$ cat src/design/pee_pkg.sv
`default_nettype none

package pee_pkg;

    localparam int STACK_DEPTH_DEF = 16;

    localparam int DATA_W   = 32;
    localparam int SYM_W    = 8;
    localparam int DEPTH_W  = 5;
    localparam int STATUS_W = 3;

    // ascii codes that mean something to the evaluator
    localparam logic [SYM_W-1:0] SYM_DIGIT_LO = 8'd48;
    localparam logic [SYM_W-1:0] SYM_DIGIT_HI = 8'd57;
    localparam logic [SYM_W-1:0] SYM_PLUS     = 8'd43;
    localparam logic [SYM_W-1:0] SYM_MINUS    = 8'd45;
    localparam logic [SYM_W-1:0] SYM_STAR     = 8'd42;
    localparam logic [SYM_W-1:0] SYM_SLASH    = 8'd47;

    typedef enum logic [STATUS_W-1:0] {
        ST_OK      = 3'd0,
        ST_UNDER   = 3'd1,
        ST_OVER    = 3'd2,
        ST_DIVZERO = 3'd3,
        ST_BADSYM  = 3'd4
    } t_status;

    typedef enum logic [1:0] {
        ALU_ADD = 2'd0,
        ALU_SUB = 2'd1,
        ALU_MUL = 2'd2,
        ALU_DIV = 2'd3
    } t_alu_op;

    typedef struct packed {
        logic    start;
        t_alu_op op;
    } t_alu_req;

endpackage

`default_nettype wire

$ cat src/design/pee_alu.sv
`default_nettype none

module pee_alu (
    input  wire logic                     i_clk,
    input  wire logic                     i_rst_n,
    input  wire pee_pkg::t_alu_req        i_req,
    input  wire logic [pee_pkg::DATA_W-1:0] i_a,
    input  wire logic [pee_pkg::DATA_W-1:0] i_b,
    output logic                          o_done,
    output logic [pee_pkg::DATA_W-1:0]    o_result
);
    import pee_pkg::*;

    localparam int CNT_W = $clog2(DATA_W);
    localparam logic [CNT_W-1:0] CNT_LAST = CNT_W'(DATA_W - 1);

    typedef enum logic [2:0] {
        S_IDLE,
        S_MUL,
        S_ABS_A,
        S_ABS_B,
        S_DIV,
        S_SIGN,
        S_FIN
    } t_state;

    t_state              r_state;
    logic [DATA_W-1:0]   r_x;     // accumulator or partial remainder
    logic [DATA_W-1:0]   r_y;     // multiplicand or divisor magnitude
    logic [DATA_W-1:0]   r_q;     // multiplier or dividend / quotient
    logic [CNT_W-1:0]    r_cnt;
    logic                r_neg;

    // the one shared adder / subtractor
    logic [DATA_W-1:0]   w_add_x;
    logic [DATA_W-1:0]   w_add_y;
    logic                w_add_sub;
    logic [DATA_W:0]     w_sum;

    always_comb begin
        w_add_x   = '0;
        w_add_y   = r_q;
        w_add_sub = 1'b1;
        case (r_state)
            S_IDLE: begin
                w_add_x   = i_a;
                w_add_y   = i_b;
                w_add_sub = (i_req.op == ALU_SUB);
            end
            S_MUL: begin
                w_add_x   = r_x;
                w_add_y   = r_y;
                w_add_sub = 1'b0;
            end
            S_ABS_A: begin
                w_add_y = r_q;
            end
            S_ABS_B: begin
                w_add_y = r_y;
            end
            S_DIV: begin
                w_add_x = {r_x[DATA_W-2:0], r_q[DATA_W-1]};
                w_add_y = r_y;
            end
            S_SIGN: begin
                w_add_y = r_q;
            end
            default: begin
                w_add_x = '0;
            end
        endcase
        // carry out of a subtract is high when there is no borrow
        w_sum = {1'b0, w_add_x}
              + {1'b0, (w_add_sub ? ~w_add_y : w_add_y)}
              + {{DATA_W{1'b0}}, w_add_sub};
    end

    always_ff @(posedge i_clk) begin
        if (!i_rst_n) begin
            r_state <= S_IDLE;
        end else begin
            case (r_state)
                S_IDLE: begin
                    if (i_req.start) begin
                        r_cnt <= '0;
                        case (i_req.op)
                            ALU_ADD, ALU_SUB: begin
                                r_x     <= w_sum[DATA_W-1:0];
                                r_state <= S_FIN;
                            end
                            ALU_MUL: begin
                                r_x     <= '0;
                                r_y     <= i_a;
                                r_q     <= i_b;
                                r_state <= S_MUL;
                            end
                            default: begin
                                r_q     <= i_a;
                                r_y     <= i_b;
                                r_neg   <= i_a[DATA_W-1] ^ i_b[DATA_W-1];
                                r_state <= S_ABS_A;
                            end
                        endcase
                    end
                end
                S_MUL: begin
                    if (r_q[0]) begin
                        r_x <= w_sum[DATA_W-1:0];
                    end
                    r_y   <= {r_y[DATA_W-2:0], 1'b0};
                    r_q   <= {1'b0, r_q[DATA_W-1:1]};
                    r_cnt <= r_cnt + CNT_W'(1);
                    if (r_cnt == CNT_LAST) begin
                        r_state <= S_FIN;
                    end
                end
                S_ABS_A: begin
                    if (r_q[DATA_W-1]) begin
                        r_q <= w_sum[DATA_W-1:0];
                    end
                    r_state <= S_ABS_B;
                end
                S_ABS_B: begin
                    if (r_y[DATA_W-1]) begin
                        r_y <= w_sum[DATA_W-1:0];
                    end
                    r_x     <= '0;
                    r_state <= S_DIV;
                end
                S_DIV: begin
                    // restoring step: keep the difference only when it did not borrow
                    if (w_sum[DATA_W]) begin
                        r_x <= w_sum[DATA_W-1:0];
                    end else begin
                        r_x <= w_add_x;
                    end
                    r_q   <= {r_q[DATA_W-2:0], w_sum[DATA_W]};
                    r_cnt <= r_cnt + CNT_W'(1);
                    if (r_cnt == CNT_LAST) begin
                        r_state <= S_SIGN;
                    end
                end
                S_SIGN: begin
                    r_x     <= r_neg ? w_sum[DATA_W-1:0] : r_q;
                    r_state <= S_FIN;
                end
                default: begin
                    r_state <= S_IDLE;
                end
            endcase
        end
    end

    assign o_done   = (r_state == S_FIN);
    assign o_result = r_x;

endmodule

`default_nettype wire

$ cat src/design/postfix_expression_evaluator.sv
`default_nettype none

// postfix expression evaluator: each input transfer carries one ascii symbol
// (tdata) and a clear flag (tuser). a digit '0'..'9' pushes its value, an
// operator + - * / pops b and replaces the next value a with a op b, using
// 32-bit wrapping arithmetic with division truncated toward zero. every
// symbol yields exactly one output transfer with the top value (0 when the
// stack is empty), the depth and a status code: 0 ok, 1 underflow,
// 2 overflow, 3 divide by zero, 4 bad symbol. on any error the stack is left
// as it was, but a clear asked for on the same transfer still happens.
// timing: the block takes one symbol at a time. a digit, an error or a clear
// goes straight from the idle state to the done state, + and - pass through
// the read and wait states for one add or subtract in the arithmetic unit,
// while * and / use the shared adder there one bit per cycle (32 shift-add or
// restoring steps, plus two magnitude steps and a sign fix for /). the output
// is registered, so a new symbol is taken while an earlier result still waits;
// a finished result that finds the output still full holds the block until
// the earlier one is taken.
module postfix_expression_evaluator #(
    parameter int STACK_DEPTH = pee_pkg::STACK_DEPTH_DEF
) (
    input  wire logic        i_clk,
    input  wire logic        i_rst_n,
    // input stream
    input  wire logic        i_s_axis_tvalid,
    output logic             o_s_axis_tready,
    input  wire logic [7:0]  i_s_axis_tdata,   // [7:0] symbol
    input  wire logic        i_s_axis_tuser,   // [0] clear_first
    // result stream
    output logic             o_m_axis_tvalid,
    input  wire logic        i_m_axis_tready,
    output logic [39:0]      o_m_axis_tdata    // [31:0] top_value, [36:32] stack_depth,
                                               // [39:37] status
);
    import pee_pkg::*;

    localparam int AW = (STACK_DEPTH > 1) ? $clog2(STACK_DEPTH) : 1;
    localparam int DW = $clog2(STACK_DEPTH + 1);
    localparam logic [DW-1:0] DEPTH_FULL = DW'(STACK_DEPTH);
    localparam logic [DW-1:0] DEPTH_TWO  = DW'(2);

    typedef enum logic [1:0] {
        S_IDLE,
        S_READ,
        S_WAIT,
        S_DONE
    } t_state;

    // operand stack, entries below the depth are always written
    logic [DATA_W-1:0] r_stack [STACK_DEPTH];
    logic [DATA_W-1:0] r_rd_data;

    t_state            r_state, n_state;
    logic [DW-1:0]     r_depth, n_depth;
    logic [DATA_W-1:0] r_top,   n_top;      // copy of the top entry
    t_status           r_status, n_status;
    t_alu_op           r_op,    n_op;
    logic [DATA_W-1:0] r_b,     n_b;
    logic              r_out_valid;
    logic [39:0]       r_out_data;

    logic              w_accept;
    logic [DW-1:0]     w_depth_eff;
    logic [DW-1:0]     w_a_idx_eff;
    logic [DW-1:0]     w_a_idx_cur;
    logic              w_is_digit;
    logic              w_is_op;
    t_alu_op           w_sym_op;
    logic [3:0]        w_digit;
    logic              w_slot_free;

    logic              w_we;
    logic [AW-1:0]     w_waddr;
    logic [DATA_W-1:0] w_wdata;
    logic [AW-1:0]     w_raddr;

    t_alu_req          w_alu_req;
    logic              w_alu_done;
    logic [DATA_W-1:0] w_alu_result;

    assign o_s_axis_tready = (r_state == S_IDLE);
    assign w_accept        = i_s_axis_tvalid && o_s_axis_tready;
    assign w_slot_free     = !r_out_valid || i_m_axis_tready;

    // clear takes effect before the symbol is handled
    assign w_depth_eff = i_s_axis_tuser ? '0 : r_depth;
    assign w_a_idx_eff = w_depth_eff - DEPTH_TWO;
    assign w_a_idx_cur = r_depth - DEPTH_TWO;
    assign w_digit     = 4'(i_s_axis_tdata - SYM_DIGIT_LO);

    always_comb begin
        w_is_digit = i_s_axis_tdata inside {[SYM_DIGIT_LO:SYM_DIGIT_HI]};
        w_is_op    = 1'b1;
        case (i_s_axis_tdata)
            SYM_PLUS:  w_sym_op = ALU_ADD;
            SYM_MINUS: w_sym_op = ALU_SUB;
            SYM_STAR:  w_sym_op = ALU_MUL;
            SYM_SLASH: w_sym_op = ALU_DIV;
            default: begin
                w_sym_op = ALU_ADD;
                w_is_op  = 1'b0;
            end
        endcase
    end

    // sequencer next state
    always_comb begin
        n_state   = r_state;
        n_depth   = r_depth;
        n_top     = r_top;
        n_status  = r_status;
        n_op      = r_op;
        n_b       = r_b;
        w_we      = 1'b0;
        w_waddr   = w_depth_eff[AW-1:0];
        w_wdata   = {{(DATA_W-4){1'b0}}, w_digit};
        w_raddr   = w_a_idx_eff[AW-1:0];
        w_alu_req = '{start: 1'b0, op: r_op};
        case (r_state)
            S_IDLE: begin
                if (w_accept) begin
                    n_depth = w_depth_eff;
                    n_state = S_DONE;
                    if (w_is_digit) begin
                        if (w_depth_eff == DEPTH_FULL) begin
                            n_status = ST_OVER;
                        end else begin
                            w_we     = 1'b1;
                            n_top    = w_wdata;
                            n_depth  = w_depth_eff + DW'(1);
                            n_status = ST_OK;
                        end
                    end else if (w_is_op) begin
                        if (w_depth_eff < DEPTH_TWO) begin
                            n_status = ST_UNDER;
                        end else if (w_sym_op == ALU_DIV && r_top == '0) begin
                            n_status = ST_DIVZERO;
                        end else begin
                            // b is the cached top, a comes from the stack read
                            n_status = ST_OK;
                            n_op     = w_sym_op;
                            n_b      = r_top;
                            n_state  = S_READ;
                        end
                    end else begin
                        n_status = ST_BADSYM;
                    end
                end
            end
            S_READ: begin
                w_alu_req = '{start: 1'b1, op: r_op};
                n_state   = S_WAIT;
            end
            S_WAIT: begin
                if (w_alu_done) begin
                    w_we    = 1'b1;
                    w_waddr = w_a_idx_cur[AW-1:0];
                    w_wdata = w_alu_result;
                    n_top   = w_alu_result;
                    n_depth = r_depth - DW'(1);
                    n_state = S_DONE;
                end
            end
            S_DONE: begin
                if (w_slot_free) begin
                    n_state = S_IDLE;
                end
            end
            default: begin
                n_state = S_IDLE;
            end
        endcase
    end

    // stack memory, one write and one registered read port
    always_ff @(posedge i_clk) begin
        if (w_we) begin
            r_stack[w_waddr] <= w_wdata;
        end
        r_rd_data <= r_stack[w_raddr];
    end

    always_ff @(posedge i_clk) begin
        if (!i_rst_n) begin
            r_state     <= S_IDLE;
            r_depth     <= '0;
            r_out_valid <= 1'b0;
        end else begin
            r_state  <= n_state;
            r_depth  <= n_depth;
            r_top    <= n_top;
            r_status <= n_status;
            r_op     <= n_op;
            r_b      <= n_b;
            if (r_state == S_DONE && w_slot_free) begin
                r_out_valid <= 1'b1;
                r_out_data  <= {r_status, DEPTH_W'(r_depth),
                                (r_depth == '0) ? {DATA_W{1'b0}} : r_top};
            end else if (i_m_axis_tready) begin
                r_out_valid <= 1'b0;
            end
        end
    end

    assign o_m_axis_tvalid = r_out_valid;
    assign o_m_axis_tdata  = r_out_data;

    pee_alu u_alu (
        .i_clk    (i_clk),
        .i_rst_n  (i_rst_n),
        .i_req    (w_alu_req),
        .i_a      (r_rd_data),
        .i_b      (r_b),
        .o_done   (w_alu_done),
        .o_result (w_alu_result)
    );

endmodule

`default_nettype wire
$ cat config.mk
export PLATFORM = sky130hd
export DESIGN_NAME = postfix_expression_evaluator
export DESIGN_NICKNAME = d
export VERILOG_FILES = /design/src/design/pee_pkg.sv /design/src/design/pee_alu.sv /design/src/design/postfix_expression_evaluator.sv
export SDC_FILE = /design/constraint.sdc
export NUM_CORES = 1
export LEC_CHECK = 0
export ABC_CLOCK_PERIOD_IN_PS = 6850
export CAP_MARGIN = 20
export CORE_ASPECT_RATIO = 0.8
export CORE_UTILIZATION = 35
export CTS_CLUSTER_SIZE = 8
export DETAILED_ROUTE_END_ITERATION = 6
export DONT_BUFFER_PORTS = 1
export PLACE_DENSITY_LB_ADDON = 0.05
export REMOVE_ABC_BUFFERS = 1
export SYNTH_ARGS = -nofsm -noshare
export SYNTH_HDL_FRONTEND = slang
export SYNTH_SLANG_ARGS = --single-unit
export TNS_END_PERCENT = 20
$ cat constraint.sdc
create_clock -name i_clk -period 6.85 [get_ports i_clk]
set_clock_uncertainty 0.2 [all_clocks]
set_input_delay 1.37 -clock i_clk [delete_from_list [all_inputs] [get_ports i_clk]]
set_output_delay 1.37 -clock i_clk [all_outputs]
set_load 0.05 [all_outputs]
# Yosys cells after proc, flatten, opt, wreduce, memory -nomap -nowiden
# Memories as Yosys holds them, arrays and structs flattened. A register that Yosys moved wholly into a read port is not among the register bits.
# Index checks and enable logic that the tools add are counted.
[totals]
ff_bits = 222
ram_bits = 512
input_bits = 13
out_inout_bits = 42
word_cells = 167
memories = 1
[classes]
add_sub_neg = 8
order_cmp = 3
n_eq_ne = 31
muxes = 65
n_bitwise = 6
reduce_logical = 36
[mem_list]
columns = ["name", "depth", "word_bits", "rd", "rd_clocked_by_memory_dff", "wr", "line_no", "text"]
rows = [
  ["r_stack", 16, 32, 1, 1, 1, "postfix_expression_evaluator.sv:50", "logic [DATA_W-1:0] r_stack [STACK_DEPTH];"],
]
[ops]
columns = ["op", "n"]
rows = [
  ["$mux W32", 15],
  ["$pmux W32 S2", 5],
  ["$pmux W32 S3", 2],
  ["$pmux W32 S5", 1],
  ["$pmux W32 S4", 1],
  ["$add A32 B32 Y33", 1],
  ["$add A33 B1 Y33", 1],
  ["$eq A8 B6 Y1 const B", 4],
  ["$logic_not A32 Y1", 1],
  ["$not A32 Y32", 1],
  ["$mux W5", 6],
  ["$mux W2", 10],
  ["$pmux W5 S2", 2],
  ["$mux W3", 6],
  ["$ne A2 B1 Y1 const B", 9],
  ["$pmux W3 S6", 1],
  ["$reduce_and A3 Y1", 5],
  ["$reduce_and A5 Y1", 3],
  ["$reduce_and A4 Y1", 3],
  ["$add A5 B1 Y5 const B", 2],
  ["$eq A5 B5 Y1 const B", 2],
  ["$eq A3 B3 Y1 const B", 3],
  ["$mux W1", 9],
  ["$eq A2 B2 Y1 const B", 4],
  ["other kinds (34)", 52],
]

# Logic depth before layout (Yosys ltp)
[depth]
depth_word = 10
mapped_depth = 20
depth_no_buf = 16

# Cells and area by module
# A second synthesis with hierarchy kept.
[unflattened]
cells_unflattened = 3061
hier_area_um2 = 36432.4
[by_module_without_submodules]
columns = ["module", "instances", "cells_per_inst", "area_each_um2", "seq_area_each_um2"]
rows = [
  ["postfix_expression_evaluator", 1, 1736, 26120.1, 19448.7],
  ["pee_alu", 1, 1325, 10312.4, 3123.0],
]

# Worst setup path after synthesis
# OpenSTA, ideal clock, no wires.
[synth_timing]
path_kind = "input port to flip-flop"
from = "input i_s_axis_tuser"
to = "register r_top[0], enable pin"
arrival_ns = 4.958
t_required_ns = 6.180
slack_ns = 1.222
stages = 8
path_cell_list = "nand2b_1 -> clkbuf_1 -> clkbuf_1 -> clkbuf_1 -> ha_1 -> nand3_1 -> nand2_1 -> a211oi_1"
[synth_via]
elab_chain_len = 4
[synth_lines]
columns = ["item", "line_no", "text"]
rows = [
  ["start, declared", "postfix_expression_evaluator.sv:28", "input wire logic i_s_axis_tuser,"],
  ["$mux W5", "postfix_expression_evaluator.sv:86", "assign w_depth_eff = i_s_axis_tuser ? '0 : r_depth;"],
  ["$eq A5 B5 Y1", "postfix_expression_evaluator.sv:125", "if (w_depth_eff == DEPTH_FULL) begin"],
  ["$ne A2 B2 Y1 (no line)", "n/a", ""],
  ["$reduce_and A6 Y1 (no line)", "n/a", ""],
  ["end signal, assigned", "postfix_expression_evaluator.sv:191", "r_top <= n_top;"],
  ["end, declared", "postfix_expression_evaluator.sv:55", "logic [DATA_W-1:0] r_top, n_top;"],
]
# No other way between the ends.
# A chain may end at the register's enable or synchronous reset.

# Worst setup path in the final report
[layout_timing]
from = "register u_alu.r_state[2]"
to = "register u_alu.r_y[21], data pin"
[layout_via]
elab_chain_len = 9
word_cells_on_any_way = 14
classes_between = "2 x add/sub; 3 x eq/ne; 6 x mux; 1 x bitwise; 2 x reduce/logical"
[layout_lines]
columns = ["item", "line_no", "text"]
rows = [
  ["start, declared", "pee_alu.sv:27", "t_state r_state;"],
  ["start signal, assigned", "pee_alu.sv:80", "r_state <= S_IDLE;"],
  ["start signal, assigned", "pee_alu.sv:89", "r_state <= S_FIN;"],
  ["start signal, assigned", "pee_alu.sv:95", "r_state <= S_MUL;"],
  ["$eq A3 B1 Y1, or another cell as far along", "pee_alu.sv:44, pee_alu.sv:82", ""],
  ["$reduce_or A3 Y1 (no line)", "n/a", ""],
  ["$pmux W32 S2", "pee_alu.sv:44", "case (r_state)"],
  ["$not A32 Y32", "pee_alu.sv:74", "+ {1'b0, (w_add_sub ? ~w_add_y : w_add_y)}"],
  ["$mux W32", "pee_alu.sv:74", ""],
  ["$add A32 B32 Y33", "pee_alu.sv:74", ""],
  ["$add A33 B1 Y33", "pee_alu.sv:75", "+ {{DATA_W{1'b0}}, w_add_sub};"],
  ["$mux W32", "pee_alu.sv:124", "if (r_y[DATA_W-1]) begin"],
  ["$pmux W32 S3 *", "pee_alu.sv:82", "case (r_state)"],
  ["end signal, assigned", "pee_alu.sv:93", "r_y <= i_a;"],
  ["end signal, assigned", "pee_alu.sv:99", "r_y <= i_b;"],
  ["end signal, assigned", "pee_alu.sv:125", "r_y <= w_sum[DATA_W-1:0];"],
  ["end, declared", "pee_alu.sv:29", "logic [DATA_W-1:0] r_y;"],
]
# Mark *: on every way between the ends. The rest lies on a longest branch, timed or not. The select of a mux whose other input is x is not followed.

==> summary.txt <==
Worst Hold End: o_m_axis_tdata[39]$_DFFE_PP_
Register area share after synthesis: 0.622
WP data arrival: 5.53 ns
Final worst path period need: 5.32 ns
Max FO, Critical Path: 46
Vias in the first global route: 23900
Pwr/cell area: 542 nW/µm²
RSZ-0062 raised after global routing: false
Fin cells: 4372
Die ar.: 105000 µm²
Clock-pin slew of the registers on the worst-case setup and hold paths: 0.05 ns
Wire per inst: 27.3 µm
Die H: 290 µm
First-pass DRT Iterations: 5
Max IR drop VDD: 0.000327 V
Die width: 362 µm
Period utilisation layout: 0.777
Cells after Synth: 2946
Post-DP HPWL: 76300 µm
IO Count: 55
Final Util: 0.401
Status: completed
PortBufs: 0
RR Startpoint: u_alu.r_state[2]$_SDFFE_PN0P_
Bufs on Longest Clock Path: 3
FF-to-FF End: u_alu.r_y[21]$_DFFE_PP_
R2r worst-path depth: 16
Layout area overhead: 13.3%
DRC: 0
Largest net degree at the start of global routing: 124
Final Net Count: 2983
Clock sinks: 766
Synth unique cells: 80
Setup tns final: 0 ns
Root buffer cell: clkbuf_16
Clk_lat worst skew: 0.71 ns
Setup bufs post-CTS: 0
Grt total ovfl: 0
First-pass GRT wire length: 174000 µm
Starting Density: 0.354
CP endpoint kind: flip-flop
Crit path launch type: flip-flop
H-tree lvl count: 3
LEAKAGE: 13.4 nW
CP Class: flip-flop to flip-flop
Worst Hold Depth: 0
Synth Cell Area: 36300 µm²
Routed via count: 24700
Vias per cell: 5.64
Post-CTS Resized: 0
Core area: 103000 µm²
Cts hold-fix bufs: 0
CTS tree: built
Detail Route Antenna Nets: 0
Slew margin rel.: 0.239
Yosys warns: 0
CP Data Required Time: 7.06 ns
EDFF count, synth: 723
Layout cell share with drive strength beyond 1: 0.105
DP Cell Count: 4206
R2r setup slk: 1.53 ns
Asr flop ratio synth: 0
Initial antenna violation count: 5
# setup viols final: 0
WL final: 119000 µm
Worst slew pin tran: 1.13 ns
Yosys reg bits: 766
Max Slew Vio Count: 0
Number of buffers created by CTS: 106
Hold Crit Start: r_status[2]$_SDFFCE_PP0P_
Initial drt markers: 2613
Syn_area_per_cell: 12.3 µm²
All-Layer GR Usage: 0.225
Max Cap Violations: 0
Row count: 105
GPL Wtd Cong: 0.931
Maximum clock rate: 188 MHz
Hold WC Path Type: flip-flop to flip-flop
Dominant synthesized flop cell: edfxtp_1
Hold Fails Final Rpt: 0
==> final cells by class <==
cell class | instances | area (µm²)
fillers | 9661 | 61500
clock buffers | 156 | 2850
clock inverters | 8 | 154
inverters | 34 | 128
multi-input cells | 1939 | 13000
diodes | 1 | 2.50
repair buffers | 77 | 621
flip-flops and latches | 766 | 22600
well taps | 1391 | 1740
==> critical path: stages, from the launching register on <==
cell and delay, ns:
dfxtp_4 0.87, buf_4 0.48, mux2i_1 0.23, nor2_1 0.05, a21oi_1 0.12, o21ai_0 0.13
xnor2_1 0.17, ha_1 0.39, a211o_1 0.32, a21oi_1 0.36, a311oi_1 0.24, a22oi_1 0.34
o211ai_1 0.17, a21oi_2 0.27, xnor2_1 0.21, a221oi_1 0.36, a31oi_1 0.07
==> layout by cell type (no fill, tap or decap), types with 12 or more instances in the layout <==
master / instances
buf_4: 71
o21a_1: 15
a21oi_1: 150
mux2i_1: 204
edfxtp_1: 723
mux4_2: 32
clkbuf_1: 49
inv_1: 30
nor2_1: 162
o21ai_0: 153
and2_1: 42
ha_1: 43
and3_1: 41
a311oi_1: 34
nand2_1: 386
or2_2: 23
a22oi_1: 31
a211oi_1: 109
nand3_1: 15
dfxtp_1: 39
nor2_4: 17
clkbuf_16: 106
nor2b_1: 111
xor2_1: 12
a31oi_1: 72
a32oi_1: 18
o211ai_1: 31
a221oi_1: 19
xnor2_1: 54
a21o_1: 18
==> metal layers <==
layer / vias to the layer above / GRT usage / routed length, µm
met5: - / 0 / 13
met2: 903 / 0.320 / 49400
met1: 12500 / 0.348 / 58800
met3: 139 / 0.0499 / 8820
li1: 11100 / - / -
met4: 2 / 0.0477 / 2240
==> where the power goes <==
part	total (mW)	internal, mW	switching, mW
clock network	4.85	2.84	2.01
registers	6.80	5.99	0.804
logic	10.6	3.57	7.03
total	22.3	12.4	9.84
==> synth_stat cells (12+ instances only) <==
| cell type | number | area share |
|---|---|---|
| nor2b_1 | 113 | 0.019 |
| dfxtp_1 | 43 | 0.024 |
| and2_1 | 42 | 0.0072 |
| a31oi_1 | 72 | 0.012 |
| and3_1 | 42 | 0.0072 |
| a211oi_1 | 110 | 0.023 |
| or2_2 | 23 | 0.0040 |
| nor2_1 | 180 | 0.019 |
| ha_1 | 45 | 0.016 |
| xor2_1 | 12 | 0.0029 |
| a21oi_1 | 150 | 0.021 |
| a311oi_1 | 35 | 0.0085 |
| nand3_1 | 15 | 0.0021 |
| o211ai_1 | 31 | 0.0064 |
| clkbuf_1 | 161 | 0.017 |
| o21a_1 | 15 | 0.0031 |
| inv_1 | 31 | 0.0032 |
| nor3_1 | 13 | 0.0018 |
| a221oi_1 | 19 | 0.0046 |
| o21ai_0 | 153 | 0.021 |
| a32oi_1 | 18 | 0.0043 |
| buf_2 | 19 | 0.0026 |
| nand2b_1 | 12 | 0.0021 |
| edfxtp_1 | 723 | 0.60 |
| mux4_2 | 32 | 0.020 |
| buf_1 | 25 | 0.0026 |
| a22oi_1 | 31 | 0.0064 |
| xnor2_1 | 55 | 0.013 |
| nand2_1 | 388 | 0.040 |
| mux2i_1 | 204 | 0.056 |
| a21o_1 | 18 | 0.0037 |
==> metrics by stage <==
| stage | instance area, µm² | power (mW) | setup WS, ns | hold slack, ns |
|---|---|---|---|---|
| final | 41100 | 22.3 | 1.53 | 0.221 |
| after global routing | 41100 | 23.5 | 1.27 | 0.226 |
| after CTS | 41100 | 22.2 | 1.65 | 0.224 |
| after detailed placement | 38100 | 17.2 | 1.62 | 0.212 |
| after global placement | 38000 | 17.2 | 1.66 | 0.208 |
| after floorplan | 35500 | 13.8 | -7.30 | 0.200 |
==> kinds of logic (layout without fill, tap and decap cells) <==
family / after synthesis / in the layout / synth area share
AND/OR/NAND/NOR: 860 / 860 / 0.109
XOR/XNOR: 67 / 67 / 0.0162
buffers and inverters: 241 / 275 / 0.0258
AO/OA/AOI/OAI: 723 / 723 / 0.133
adder cells (fa/ha/maj): 46 / 46 / 0.0161
multiplexers: 243 / 243 / 0.0783
flip-flops: 766 / 766 / 0.622
other: 0 / 1 / 0
==> how the worst max path moves through the flow <==
stage / startpoint / end / slack [ns] / cells past startpoint
6_report: u_alu.r_state[2]$_SDFFE_PN0P_ / u_alu.r_y[21]$_DFFE_PP_ / 1.53 / 16
5_1_grt: u_alu.r_state[2]$_SDFFE_PN0P_ / u_alu.r_y[26]$_DFFE_PP_ / 1.27 / 16
4_1_cts: u_alu.r_state[2]$_SDFFE_PN0P_ / u_alu.r_y[26]$_DFFE_PP_ / 1.65 / 16
3_5_place_dp: i_s_axis_tdata[7] / r_stack[1][7]$_DFFE_PP_ / 1.62 / 8
3_3_place_gp: i_s_axis_tdata[7] / r_stack[1][7]$_DFFE_PP_ / 1.66 / 8
2_1_floorplan: r_depth[0]$_SDFFE_PN0P_ / r_top[0]$_DFFE_PP_ / -7.30 / 5
==> flip-flops by register name (all words and copies together), names as in the netlist <==
| register | count |
|---|---|
| o_m_axis_tdata | 40 |
| o_m_axis_tvalid | 1 |
| r_b | 32 |
| r_depth | 5 |
| r_op | 2 |
| r_rd_data | 32 |
| r_stack | 512 |
| r_state | 2 |
| r_status | 3 |
| r_top | 32 |
| u_alu.o_result | 32 |
| u_alu.r_cnt | 5 |
| u_alu.r_neg | 1 |
| u_alu.r_q | 32 |
| u_alu.r_state | 3 |
| u_alu.r_y | 32 |
Power figures use the tool's default switching activity.
